### config.mk
export PLATFORM = sky130hd
export DESIGN_NAME = mccs_front
export DESIGN_NICKNAME = d
export VERILOG_FILES = /design/src/rtl/mccs_pkg.sv /design/src/rtl/mccs_front.sv
export SDC_FILE = /design/constraint.sdc
export NUM_CORES = 1
export LEC_CHECK = 0
export BUFFER_PORTS_ARGS = -buffer_cell sky130_fd_sc_hd__buf_2
export CAP_MARGIN = 20
export CORE_UTILIZATION = 40
export CTS_BUF_LIST = sky130_fd_sc_hd__clkbuf_4 sky130_fd_sc_hd__clkbuf_8 sky130_fd_sc_hd__clkbuf_16
export DETAILED_ROUTE_END_ITERATION = 8
export PLACE_DENSITY = 0.7
export RECOVER_POWER = 25
export SLEW_MARGIN = 20
export SYNTH_ARGS = -nofsm -noshare
export SYNTH_HDL_FRONTEND = slang
export SYNTH_SLANG_ARGS = --single-unit
export TNS_END_PERCENT = 5
### constraint.sdc
create_clock -name clk -period 2.5 [get_ports clk]
set_input_delay 0.25 -clock clk [delete_from_list [all_inputs] [get_ports clk]]
set_output_delay 0.25 -clock clk [all_outputs]
set_load 0.1 [all_outputs]
### src/rtl/mccs_pkg.sv
// Shared types and constants of the memory card slave protocol core.
`timescale 1ns / 1ps
package mccs_pkg;
	localparam int SECTOR_COUNT = 1024;
	localparam int SECTOR_BYTES = 128;
	localparam int MEM_DEPTH = SECTOR_COUNT * SECTOR_BYTES;
	localparam int MEM_AW = (MEM_DEPTH > 1) ? $clog2(MEM_DEPTH) : 1;
	localparam int BUF_AW = $clog2(SECTOR_BYTES);
	localparam logic [16:0] SECTOR_LIM = 17'(SECTOR_COUNT);

	localparam logic [7:0] B_ACCESS = 8'h81;
	localparam logic [7:0] B_READ = 8'h52;
	localparam logic [7:0] B_WRITE = 8'h57;
	localparam logic [7:0] B_PING = 8'h20;
	localparam logic [7:0] B_TITLE = 8'h21;
	localparam logic [7:0] R_FF = 8'hFF;
	localparam logic [7:0] R_ZERO = 8'h00;
	localparam logic [7:0] R_ACK1 = 8'h5A;
	localparam logic [7:0] R_ACK2 = 8'h5D;
	localparam logic [7:0] R_CMDACK = 8'h5C;
	localparam logic [7:0] R_GOOD = 8'h47;
	localparam logic [7:0] R_BADSUM = 8'h4E;
	localparam logic [7:0] R_FLAG = 8'h08;

	localparam logic [8:0] T_DATA_LAST_RD = 9'd135;
	localparam logic [8:0] T_SUM_RD = 9'd136;
	localparam logic [8:0] T_END_RD = 9'd137;
	localparam logic [8:0] T_DATA_LAST_WR = 9'd132;
	localparam logic [8:0] T_SUM_WR = 9'd133;
	localparam logic [8:0] T_ACK_WR = 9'd134;
	localparam logic [8:0] T_STAT_WR = 9'd135;
	localparam logic [8:0] T_MAX = 9'h1FF;

	typedef enum logic [6:0] {
		C_IDLE   = 7'b0000001,
		C_ACCESS = 7'b0000010,
		C_READ   = 7'b0000100,
		C_WRITE  = 7'b0001000,
		C_PING   = 7'b0010000,
		C_TITLE  = 7'b0100000,
		C_ERROR  = 7'b1000000
	} cmd_t;

	typedef enum logic [3:0] {
		S_CLEAR  = 4'b0001,
		S_EXEC   = 4'b0010,
		S_RDWAIT = 4'b0100,
		S_COMMIT = 4'b1000
	} bstate_t;

	typedef struct packed {
		logic       release_sel;
		logic [7:0] data;
	} req_t;
endpackage

### src/rtl/mccs_front.sv
// Request intake: classify and queue requests for the back end.
`timescale 1ns / 1ps
module mccs_front (
	input  logic          clk,
	input  logic          arst_n,
	input  logic          start,
	input  logic          op,
	input  logic [7:0]    data_in,
	output logic          busy,
	output logic          head_valid,
	output mccs_pkg::req_t head,
	input  logic          pop
);
	import mccs_pkg::*;

	req_t       slot_q [2];
	logic       wr_q;
	logic       rd_q;
	logic [1:0] cnt_q;
	logic       push;

	assign busy = (cnt_q == 2'd2);
	assign push = start && !busy;
	assign head_valid = (cnt_q != 2'd0);
	assign head = slot_q[rd_q];

	always_ff @(posedge clk) begin
		if (push) begin
			slot_q[wr_q] <= '{release_sel: op, data: data_in};
		end
	end

	always_ff @(posedge clk or negedge arst_n) begin
		if (!arst_n) begin
			wr_q <= 1'b0;
			rd_q <= 1'b0;
			cnt_q <= 2'd0;
		end else begin
			if (push) begin
				wr_q <= ~wr_q;
			end
			if (pop) begin
				rd_q <= ~rd_q;
			end
			cnt_q <= cnt_q + {1'b0, push} - {1'b0, pop};
		end
	end
endmodule

==> impl_metrics.csv <==
group,metric,value,unit
logic_synthesis,synth.yosys.seq_area_share,0.727,
cts,tritoncts.num_buffers,3,
logic_synthesis,synth_nets,60,
cts,clock_sink_count,22,
logic_synthesis,ys_types,13,
cells_and_area,layout.nets,89,
routing,route.layer.met1.wl,563,um
run,max-cap-violations,0,
min_path,min_path_type,"input pin to register",
timing,rsz0062_at_grt,"no",
critical_path,cell_chain_critical_path,"mux2_4, buf_2",
logic_synthesis,synthDominantAreaCellType,"edfxtp_1",
placement,dpl-instance-area,1030,um^2
cells_and_area,fillers,179,
cells_and_area,finish.instance_area,1060,um^2
placement,post-place-ws,0.884,ns
timing,final_setup_viols,0,
cells_and_area,syn_to_final_growth,20.6,%
grt,grt_start_max_net_pins,13,
timing,worstMarginPinSlew,0.579,ns
cts,root_buffer,"clkbuf_4",
cts,cts_buffer_depth,2,
routing,routed-wl-met3,78,um
routing,wire_per_inst,11.4,um
cts,ctsHtreeMaxLevel,1,
floorplanning,floorplan.die.height,48.9,um
cts,clk_transition_reported_paths,0.11,ns
grt,antenna_found_initial,0,
critical_path,critPathRequiredTime,2.25,ns
routing,viasPerCell,4.43,
routing,drt_iter0_drc,3,
floorplanning,dieWidth,48.9,um
routing,highest_layer,"met3",
grt,global_route.usage.total,0.0992,
critical_path,path_class,"register to primary output",
timing,finalHoldViolCount,0,
critical_path,critical_path.startpoint_type,"register",
cells_and_area,layout-drive-gt1-share,0.507,
floorplanning,pin_count,24,
timing,worst_clock_skew,0.00191,ns
placement,buffers_on_ports,23,
cts,worstSkewPairLatency,0.29,ns
timing,max_clock_freq,515,MHz
routing,antenna_violating_nets_remaining,0,
routing,first_pass_iters,2,
placement,detailedPlacementHpwl,830,um
timing,fin_crit_sh,0.776,
timing,final.setup.worst_slack,0.559,ns
routing,drc,0,
logic_synthesis,synthCells,45,
grt,grt_overflow,0,
floorplanning,die_area,2390,um^2
cells_and_area,final-seq-area,641,um^2
logic_synthesis,synth_seq_cells,22,
cells_and_area,multiInputGateArea,221,um^2
logic_synthesis,synth_top_cells_by_area,"edfxtp_1 (61%), mux2_4 (15%), dfrtp_1 (11%), xnor2_1 (3.0%), ha_1 (2.8%)",
logic_synthesis,synth_largest_type_area_fraction,0.614,
timing,final_period_minus_worst_setup_slack,1.94,ns
timing,slew_viol_final,0,
logic_synthesis,yosysWarnings,0,
cells_and_area,layout.cells.most_common,"buf_2",
cts,cts_tree,"yes",
cells_and_area,mostFrequentLayoutCells,"buf_2 (23), edfxtp_1 (18), mux2_4 (9)",
placement,finalWeightedCongestion,0.580,
critical_path,worst_path_max_delay_cell,"dfrtp_1",
routing,dr_total_vias,443,
grt,grt_first_pass_wirelength,1750,um
critical_path,worstPathMaxFanout,10,
critical_path,setup.worst_path.end_class,"primary output",
critical_path,cpPeakStageDelay,0.73,ns
grt,via_count_of_the_first_global_routing_pass,379,
cells_and_area,antennaDiodeCount,0,
logic_synthesis,synthesis.area_per_instance,19.6,um^2
floorplanning,rows,16,
outcome,outcome,"completed",
floorplanning,starting_density,0.436,
routing,met2_length,499,um
floorplanning,core_area,2020,um^2
logic_synthesis,syn_area,881,um^2
timing,max-slew-margin-rel,0.614,
timing,worst_hold_margin,0.137,ns
timing,setup_tns,0,ns
cts,cts_repair_resize_count,0,
routing,drt_wl_total,1140,um
critical_path,arrival,1.69,ns
## sequential cells by signal, indices dropped and copies added (netlist names)
register and flops:
wr_q 1, rd_q 1, cnt_q 2, slot_q 18
## metrics by stage
stage          utilization  std cells
2_1_floorplan            -         45
3_3_place_gp         0.507         95
3_5_place_dp         0.507         95
4_1_cts              0.525        100
5_1_grt              0.525        100
6_report             0.525        100
## path summary, 6_finish.rpt
| kind | from | slack [ns] | cells past startpoint | end |
|---|---|---|---|---|
| min in group asynchronous | arst_n | 0.28 | 2 | cnt_q[0]$_DFF_PN0_ |
| min | op | 0.14 | 1 | slot_q[1][8]$_DFFE_PP_ |
| max | rd_q$_DFFE_PN0P_ | 0.56 | 2 | head[0] |
| max reg2reg | cnt_q[1]$_DFF_PN0_ | 0.98 | 4 | slot_q[0][0]$_DFFE_PP_ |
| min reg2reg | wr_q$_DFFE_PN0P_ | 0.51 | 1 | wr_q$_DFFE_PN0P_ |
| max in group asynchronous | arst_n | 2.10 | 2 | rd_q$_DFFE_PN0P_ |
## Yosys cell counts
| master | instances |
|---|---|
| edfxtp_1 | 18 |
| mux2_4 | 9 |
| dfrtp_1 | 4 |
| xnor2_1 | 3 |
| ha_1 | 2 |
| inv_1 | 2 |
| and3_1 | 1 |
| buf_6 | 1 |
| nand2_1 | 1 |
| nand2b_1 | 1 |
| nor2_1 | 1 |
| or2_2 | 1 |
| xor2_1 | 1 |
## cell families (layout without fill, tap and decap cells)
group,count (synthesis),in the layout,share of synthesized area
simple gates,5,5,0.0298
mux,9,9,0.153
flops,22,22,0.727
buf+inv,3,31,0.0213
fa+ha+maj,2,2,0.0284
xor+xnor,4,4,0.0398
## critical path, delay by kind of cell (launching register included)
kind | cells | cell delay (ns)
buf+inv | 1 | 0.42
flops | 1 | 0.73
mux | 1 | 0.25
## area by class of cell
| class | instances | share of cell area |
|---|---|---|
| multi-input cells | 20 | 0.208 |
| clock inverters | 1 | 0.00353 |
| inverters | 2 | 0.00707 |
| well taps | 27 | 0.0318 |
| flip-flops and latches | 22 | 0.603 |
| clock buffers | 3 | 0.0212 |
| repair buffers | 25 | 0.125 |
## routing by layer
metal / up-vias / track usage
met2: 16 / 0.139
met5: - / 0
met3: 0 / 0.0249
met4: 0 / 0.0441
met1: 208 / 0.145
li1: 219 / -
## what timing repair did
action,in CTS,in global routing
setup buffers,0,0
hold buffers,1,0
endpoints found under the hold margin,4,0
Power is not shown: default switching activity piles up to over one toggle a cycle in this logic, so the estimate is an artifact.
